==> src/design/ranked_topk_table_with_dedup_core_macros.svh <==
// ----------------------------------------------------------------------------
// Assertion macros for the ranked top-k table
// Concurrent checks sampled on clk, disabled while arst_n is low.
// ----------------------------------------------------------------------------
`ifndef RANKED_TOPK_TABLE_WITH_DEDUP_CORE_MACROS_SVH
`define RANKED_TOPK_TABLE_WITH_DEDUP_CORE_MACROS_SVH

// same-cycle implication
`define RTKD_ASSERT_IMPL(lbl, ante, cons, msg) \
	lbl: assert property (@(posedge clk) disable iff (!arst_n) (ante) |-> (cons)) \
		else $error(msg);

// next-cycle implication
`define RTKD_ASSERT_NEXT(lbl, ante, cons, msg) \
	lbl: assert property (@(posedge clk) disable iff (!arst_n) (ante) |=> (cons)) \
		else $error(msg);

`endif

==> src/design/rtkd_pkg.sv <==
// ----------------------------------------------------------------------------
// rtkd_pkg
// Types, codes and constants shared by the ranked top-k table and its cells.
// ----------------------------------------------------------------------------
package rtkd_pkg;

	localparam int DEF_MAX_ENTRIES = 64;

	localparam int KEY_W      = 32;
	localparam int FIT_W      = 32;
	localparam int GROUP_W    = 16;
	localparam int CAP_W      = 7;
	localparam int STATUS_W   = 2;
	localparam int POS_W      = 6;
	localparam int TOTAL_W    = 7;
	localparam int CFG_IDX_W  = 1;
	localparam int CFG_DATA_W = 16;

	localparam logic [CAP_W-1:0] CAP_RESET = 7'd64;

	localparam logic FUNC_INSERT = 1'b0;
	localparam logic FUNC_CLEAR  = 1'b1;

	localparam logic [STATUS_W-1:0] ST_OK    = 2'd0;
	localparam logic [STATUS_W-1:0] ST_WORSE = 2'd1;
	localparam logic [STATUS_W-1:0] ST_DUP   = 2'd2;
	localparam logic [STATUS_W-1:0] ST_GROUP = 2'd3;

	localparam logic [CFG_IDX_W-1:0] CFG_POP_ID   = 1'd0;
	localparam logic [CFG_IDX_W-1:0] CFG_CAPACITY = 1'd1;

	typedef struct packed {
		logic               func;
		logic [GROUP_W-1:0] group_id;
		logic [KEY_W-1:0]   structure_key;
		logic [FIT_W-1:0]   fitness;
	} req_t;

	typedef struct packed {
		logic [STATUS_W-1:0] status;
		logic [POS_W-1:0]    position;
		logic                replaced_duplicate;
		logic                evicted_worst;
		logic [TOTAL_W-1:0]  entry_total;
		logic                is_full_flag;
		logic [FIT_W-1:0]    best_score;
		logic [FIT_W-1:0]    worst_score;
	} res_t;

	typedef struct packed {
		logic             load;
		logic             rem;
		logic [KEY_W-1:0] key;
		logic [FIT_W-1:0] fitness;
	} cell_cmd_t;

	typedef struct packed {
		logic key_hit;
		logic fit_le;
		logic fit_ge;
		logic is_last;
	} cell_flags_t;

endpackage

==> src/design/rtkd_cell.sv <==
// ----------------------------------------------------------------------------
// rtkd_cell
// One rank of the table: holds a key and a fitness, compares them against the
// broadcast request and takes its left neighbour's entry on a shifted insert.
// ----------------------------------------------------------------------------
module rtkd_cell #(
	parameter int MAX_ENTRIES = rtkd_pkg::DEF_MAX_ENTRIES,
	parameter int IDX         = 0
) (
	input  logic                                clk,
	input  logic [$clog2(MAX_ENTRIES+1)-1:0]    count,
	input  rtkd_pkg::cell_cmd_t                 cmd,
	input  logic [$clog2(MAX_ENTRIES)-1:0]      ins_idx,
	input  logic [$clog2(MAX_ENTRIES)-1:0]      rem_idx,
	input  logic [rtkd_pkg::KEY_W-1:0]          prev_key,
	input  logic [rtkd_pkg::FIT_W-1:0]          prev_fit,
	output logic [rtkd_pkg::KEY_W-1:0]          key_q,
	output logic [rtkd_pkg::FIT_W-1:0]          fit_q,
	output rtkd_pkg::cell_flags_t               flags
);
	import rtkd_pkg::*;

	localparam int CNT_W = $clog2(MAX_ENTRIES+1);
	localparam int IDX_W = $clog2(MAX_ENTRIES);
	localparam logic [IDX_W-1:0] MY_POS  = IDX_W'(IDX);
	localparam logic [CNT_W-1:0] MY_CNT  = CNT_W'(IDX);
	localparam logic [CNT_W-1:0] MY_NEXT = CNT_W'(IDX + 1);

	logic valid;

	assign valid         = MY_CNT < count;
	assign flags.key_hit = valid && (key_q == cmd.key);
	assign flags.fit_le  = valid && (fit_q <= cmd.fitness);
	assign flags.fit_ge  = valid && (fit_q >= cmd.fitness);
	assign flags.is_last = MY_NEXT == count;

	always_ff @(posedge clk) begin
		if (cmd.load) begin
			if (MY_POS == ins_idx) begin
				key_q <= cmd.key;
				fit_q <= cmd.fitness;
			end else if (MY_POS > ins_idx && !(cmd.rem && MY_POS > rem_idx)) begin
				key_q <= prev_key;
				fit_q <= prev_fit;
			end
		end
	end

endmodule

==> config.mk <==
export PLATFORM = sky130hd
export DESIGN_NAME = rtkd_cell
export DESIGN_NICKNAME = d
export VERILOG_FILES = /design/src/design/ranked_topk_table_with_dedup_core_macros.svh /design/src/design/rtkd_pkg.sv /design/src/design/rtkd_cell.sv
export SDC_FILE = /design/constraint.sdc
export NUM_CORES = 1
export LEC_CHECK = 0
export BUFFER_PORTS_ARGS = -buffer_cell sky130_fd_sc_hd__buf_2
export CAP_MARGIN = 10
export CORE_MARGIN = 4
export CORE_UTILIZATION = 35
export CTS_CLUSTER_SIZE = 30
export DETAILED_ROUTE_END_ITERATION = 10
export PLACE_DENSITY_LB_ADDON = 0.12
export SLEW_MARGIN = 5
export SYNTH_ARGS = -nofsm -noshare
export SYNTH_HDL_FRONTEND = slang
export SYNTH_SLANG_ARGS = --single-unit
==> constraint.sdc <==
create_clock -name clk -period 3.3 [get_ports clk]
set_input_delay 0.165 -clock clk [delete_from_list [all_inputs] [get_ports clk]]
set_output_delay 0.165 -clock clk [all_outputs]
set_load 0.1 [all_outputs]
==> results.md <==
Route:
- The total number of vias is 3,260.
- The first detailed-routing pass ran for 4 iterations.
- The detail route stage leaves a number of antenna-violating nets equal to 0.
- The number of DRC violations after detailed-routing iteration 0 is 143.
- For this block, the routed nets add up to 10.5 mm of wire.
- The DRC violation count after routing is 0.
- The number of vias per cell after detailed routing is 4.71.
- The post-detailed-route wirelength per cell is 15.1 µm.

Timing:
- The smallest clock period supported by the final layout is computed as 2.94 ns.
- The count of final hold-check violations is 0.
- Setup violations remaining at the end of the flow were counted as 0.
- The final max-slew violation count is 0.
- For this run, the top clock speed supported by timing is 340 MHz.
- Setup repair after global routing left no endpoint under its margin.
- For the pin with the worst max-slew slack, the measured transition is 1.00 ns.
- On the final layout, the worst hold slack is 0.103 ns.
- The worst-case headroom to the max-slew limit is 33.3%.
- In the finished design, the share of the clock period the worst path needs comes to 89.2%.
- The setup TNS is 0 ns.

Yosys:
- By area the synthesized netlist is led by sky130_fd_sc_hd__edfxtp_1 (50%), sky130_fd_sc_hd__ha_1 (11%), sky130_fd_sc_hd__mux2_2 (9.8%), sky130_fd_sc_hd__xor2_1 (7.4%), sky130_fd_sc_hd__o21ai_0 (4.5%).
- The number of different library cells used by synthesis comes to 27.
- In this run the biggest area consumer among cell types represents 50.5% of the synthesized area.
- The post-synthesis instance total is 338.
- The mapped cell area is 3810 µm².
- The part of the Yosys area used for sequential elements is 50.5%.
- The average instance in the mapped netlist occupies 11.3 µm².
- The library cell with the largest summed area after synthesis is sky130_fd_sc_hd__edfxtp_1.
- The flip-flop and latch count after synthesis is 64.
- Synthesis produced a netlist with a net count of 520.
- The number of warning messages in the yosys log is 0.

Hold path:
- The number of cells on the worst hold path is 3.
- The path with the worst hold slack has its endpoint at fit_q[28].
- The worst hold path belongs to the class input pin to flop.
- The critical hold path startpoint is prev_fit[28].

Cells and area:
- The footprint of the multi-input gates is 1750 µm².
- The finished layout cell area is 5260 µm².
- The number of fillers in the final layout is 1,012.
- The sequential cell area is 1920 µm².
- The net count of the finished layout is 734.
- The repair_antennas step left the layout with diodes totalling 0.
- The area growth from synthesis to layout is 38.0%.
- In the final layout, the share of cells above drive strength 1 is 47.5%.
- The post-layout instance count excluding filler cells is 692.

Setup path:
- STA classifies the critical path endpoint as an output pin.
- In this run the worst path has a maximum fanout of 2.
- The type of element launching the critical path is a flop.
- The cell at the slowest stage of the critical path is sky130_fd_sc_hd__or3_1.
- The longest individual stage delay on the worst path is 0.41 ns.
- The data arrival time of the critical path is 2.78 ns.
- Data on the critical path is required at its endpoint by 3.13 ns.
- The classification of the worst setup path is flop to output pin.
- Traced cell by cell, the critical path runs through ha_1 > a21oi_1 > o21ai_0 > a221o_1 > o31a_1 > or3_1 > a21oi_4 > buf_12.

Run status:
- The run finished with clean final reports.

Flow run:
- The number of max-cap violations is 0.

Global route:
- The initial antenna violation count is 0.
- The number of global-route vias before repair is 3,355.
- Entering global routing, the biggest net connects 96 pins.
- The aggregate global-route resource usage is 16.2%.
- The sum of overflow across all layers after global routing is 0.
- The global-route wire length before repair is 16.3 mm.

Placed design:
- The total of buffers placed on input and output ports is 210.
- The detailed-placement wirelength estimate is 8.30 mm.
- The placement-stage cell area is 5080 µm².
- At the end of routability-driven placement, the weighted congestion stood at 0.884.
- The placed instance count is 677.

CTS:
- The number of buffers added to fix hold violations after cts is 0.
- The number of H-tree levels is 3.
- The post-CTS repair timing setup buffer count is 0.
- The clock sink total is 64.
- Once the clock tree was built, the resizer swapped 0 gates to a different size.
- The cell sitting at the root of the clock tree is a sky130_fd_sc_hd__clkbuf_8.
- In this run, CTS created clock tree buffers numbering 9.
- The clock passes through at most 2 buffers.
- Clock-pin slew was measured on the worst setup and hold paths at 0.08 ns.
- TritonCTS built the clock tree.

Power:
- In this run switching power makes up 25.6% of total power.
- The portion of total power attributed to sequential cells is 49.2%.
- The net switching power of the design is 471 µW.
- The fraction of power consumed by combinational cells is 15.1%.
- The maximum ir drop on the vdd rail is 149 µV.
- Cell internal power was estimated by the tool at 1.36 mW.
- The portion of total power attributed to the clock network is 35.7%.
- In this run the static leakage power is 2.52 nW.
- For this design the ratio of total power to cell area is 349 nW/µm².

Floorplan:
- After floorplanning, the core was divided into 37 placement rows.
- The width of the die is 112 µm.
- The die covers 12,600 µm².
- The starting utilization of the core area is 36.4%.
- The region available for standard cell placement spans 10,500 µm².
- 218 I/O pins were placed.
- In this run the vertical extent of the chip is 112 µm.
## how the worst max path moves through the flow
stage                         start        to  slack (ns)  depth (start not counted)
final                      fit_q[7]  flags[2]        0.36                          8
after global routing      fit_q[30]  flags[1]        0.12                          7
after CTS                 fit_q[30]  flags[1]        0.32                          7
after detailed placement  fit_q[30]  flags[1]        0.70                          7
after global placement     fit_q[7]  flags[2]        0.73                          8
after floorplan           fit_q[30]  flags[1]       -0.09                          7
## flip-flops by register name (all words and copies together), names as in the netlist
register / cells
key_q: 32
fit_q: 32
## power by group through the flow
stage | Clock [mW] | Sequential (mW) | Combinational, mW
floorplan | 0 | 0.958 | 0.115
global placement | 0 | 0.921 | 0.274
detailed placement | 0 | 0.922 | 0.279
CTS | 0.680 | 0.903 | 0.280
global route | 0.715 | 0.904 | 0.309
finish | 0.654 | 0.903 | 0.277
## cell families (layout without fill, tap and decap cells)
family | count (synthesis) | in the layout | synth area share [%]
adders and majority gates | 32 | 32 | 10.5
xor gates and xnor gates | 32 | 32 | 7.36
and+or+nand+nor | 79 | 79 | 9.66
muxes | 33 | 33 | 9.76
AOI/OAI and AO/OA | 55 | 55 | 8.02
buffers and inverters | 43 | 261 | 4.24
DFF | 64 | 64 | 50.5
## layer usage
layer	share of wire (%)	global-route usage, %	up-vias
met5	0	0	-
met4	1.3	4.25	0
met3	11	6.47	9
met2	46	25.8	149
met1	42	20.7	1445
li1	-	-	1657
## worst max-delay path: cells and delay by family, from the launching register on
kind	cells	cell delay [ns]
simple gates	1	0.41
flops	1	0.40
buf+inv	1	0.19
fa+ha+maj	1	0.31
compound gates	5	1.14
## cell usage after synthesis
master,count
sky130_fd_sc_hd__o31a_1,1
sky130_fd_sc_hd__xor2_1,32
sky130_fd_sc_hd__o211ai_1,1
sky130_fd_sc_hd__clkbuf_1,7
sky130_fd_sc_hd__a21oi_2,2
sky130_fd_sc_hd__a21boi_0,1
sky130_fd_sc_hd__and4_1,1
sky130_fd_sc_hd__edfxtp_1,64
sky130_fd_sc_hd__nand3_1,5
sky130_fd_sc_hd__a221o_1,1
sky130_fd_sc_hd__a21o_1,1
sky130_fd_sc_hd__and3_1,2
sky130_fd_sc_hd__nor2b_1,1
sky130_fd_sc_hd__inv_1,33
sky130_fd_sc_hd__buf_1,3
sky130_fd_sc_hd__ha_1,32
sky130_fd_sc_hd__a21oi_1,12
sky130_fd_sc_hd__o21ai_0,34
sky130_fd_sc_hd__nor3_1,2
sky130_fd_sc_hd__or3_1,2
sky130_fd_sc_hd__nand2_1,42
sky130_fd_sc_hd__nor2_1,6
sky130_fd_sc_hd__nor4_1,12
sky130_fd_sc_hd__a211oi_1,1
sky130_fd_sc_hd__nand4_1,6
sky130_fd_sc_hd__mux2_2,33
sky130_fd_sc_hd__a221oi_1,1
## through the flow
step           total power, mW  worst slack [ns]  utilization, %
2_1_floorplan             1.07           -0.0907               -
3_3_place_gp              1.20             0.732            48.6
3_5_place_dp              1.20             0.696            48.6
4_1_cts                   1.86             0.316            50.3
5_1_grt                   1.93             0.117            50.3
6_report                  1.83             0.355            50.3
## final cells by class
type / count / share of cell area, %
clock buffers: 9 / 2.36
clock inverters: 6 / 0.976
multi-input cells: 231 / 33.3
inverters: 33 / 2.36
flip-flops and latches: 64 / 36.6
repair buffers: 213 / 21.2
well taps: 136 / 3.24
## layout by cell type, fill, tap and decap left out, drive strengths merged, types with 2 or more instances in the layout
cell	instances
buf	213
inv	33
nor4	12
and3	2
edfxtp	64
nor2	6
nand2	42
clkbuf	9
nand4	6
o21ai	34
nand3	5
xor2	32
a21oi	14
nor3	2
or3	2
ha	32
clkinv	5
mux2	33
No activity file was read; power rests on OpenSTA's default activity.
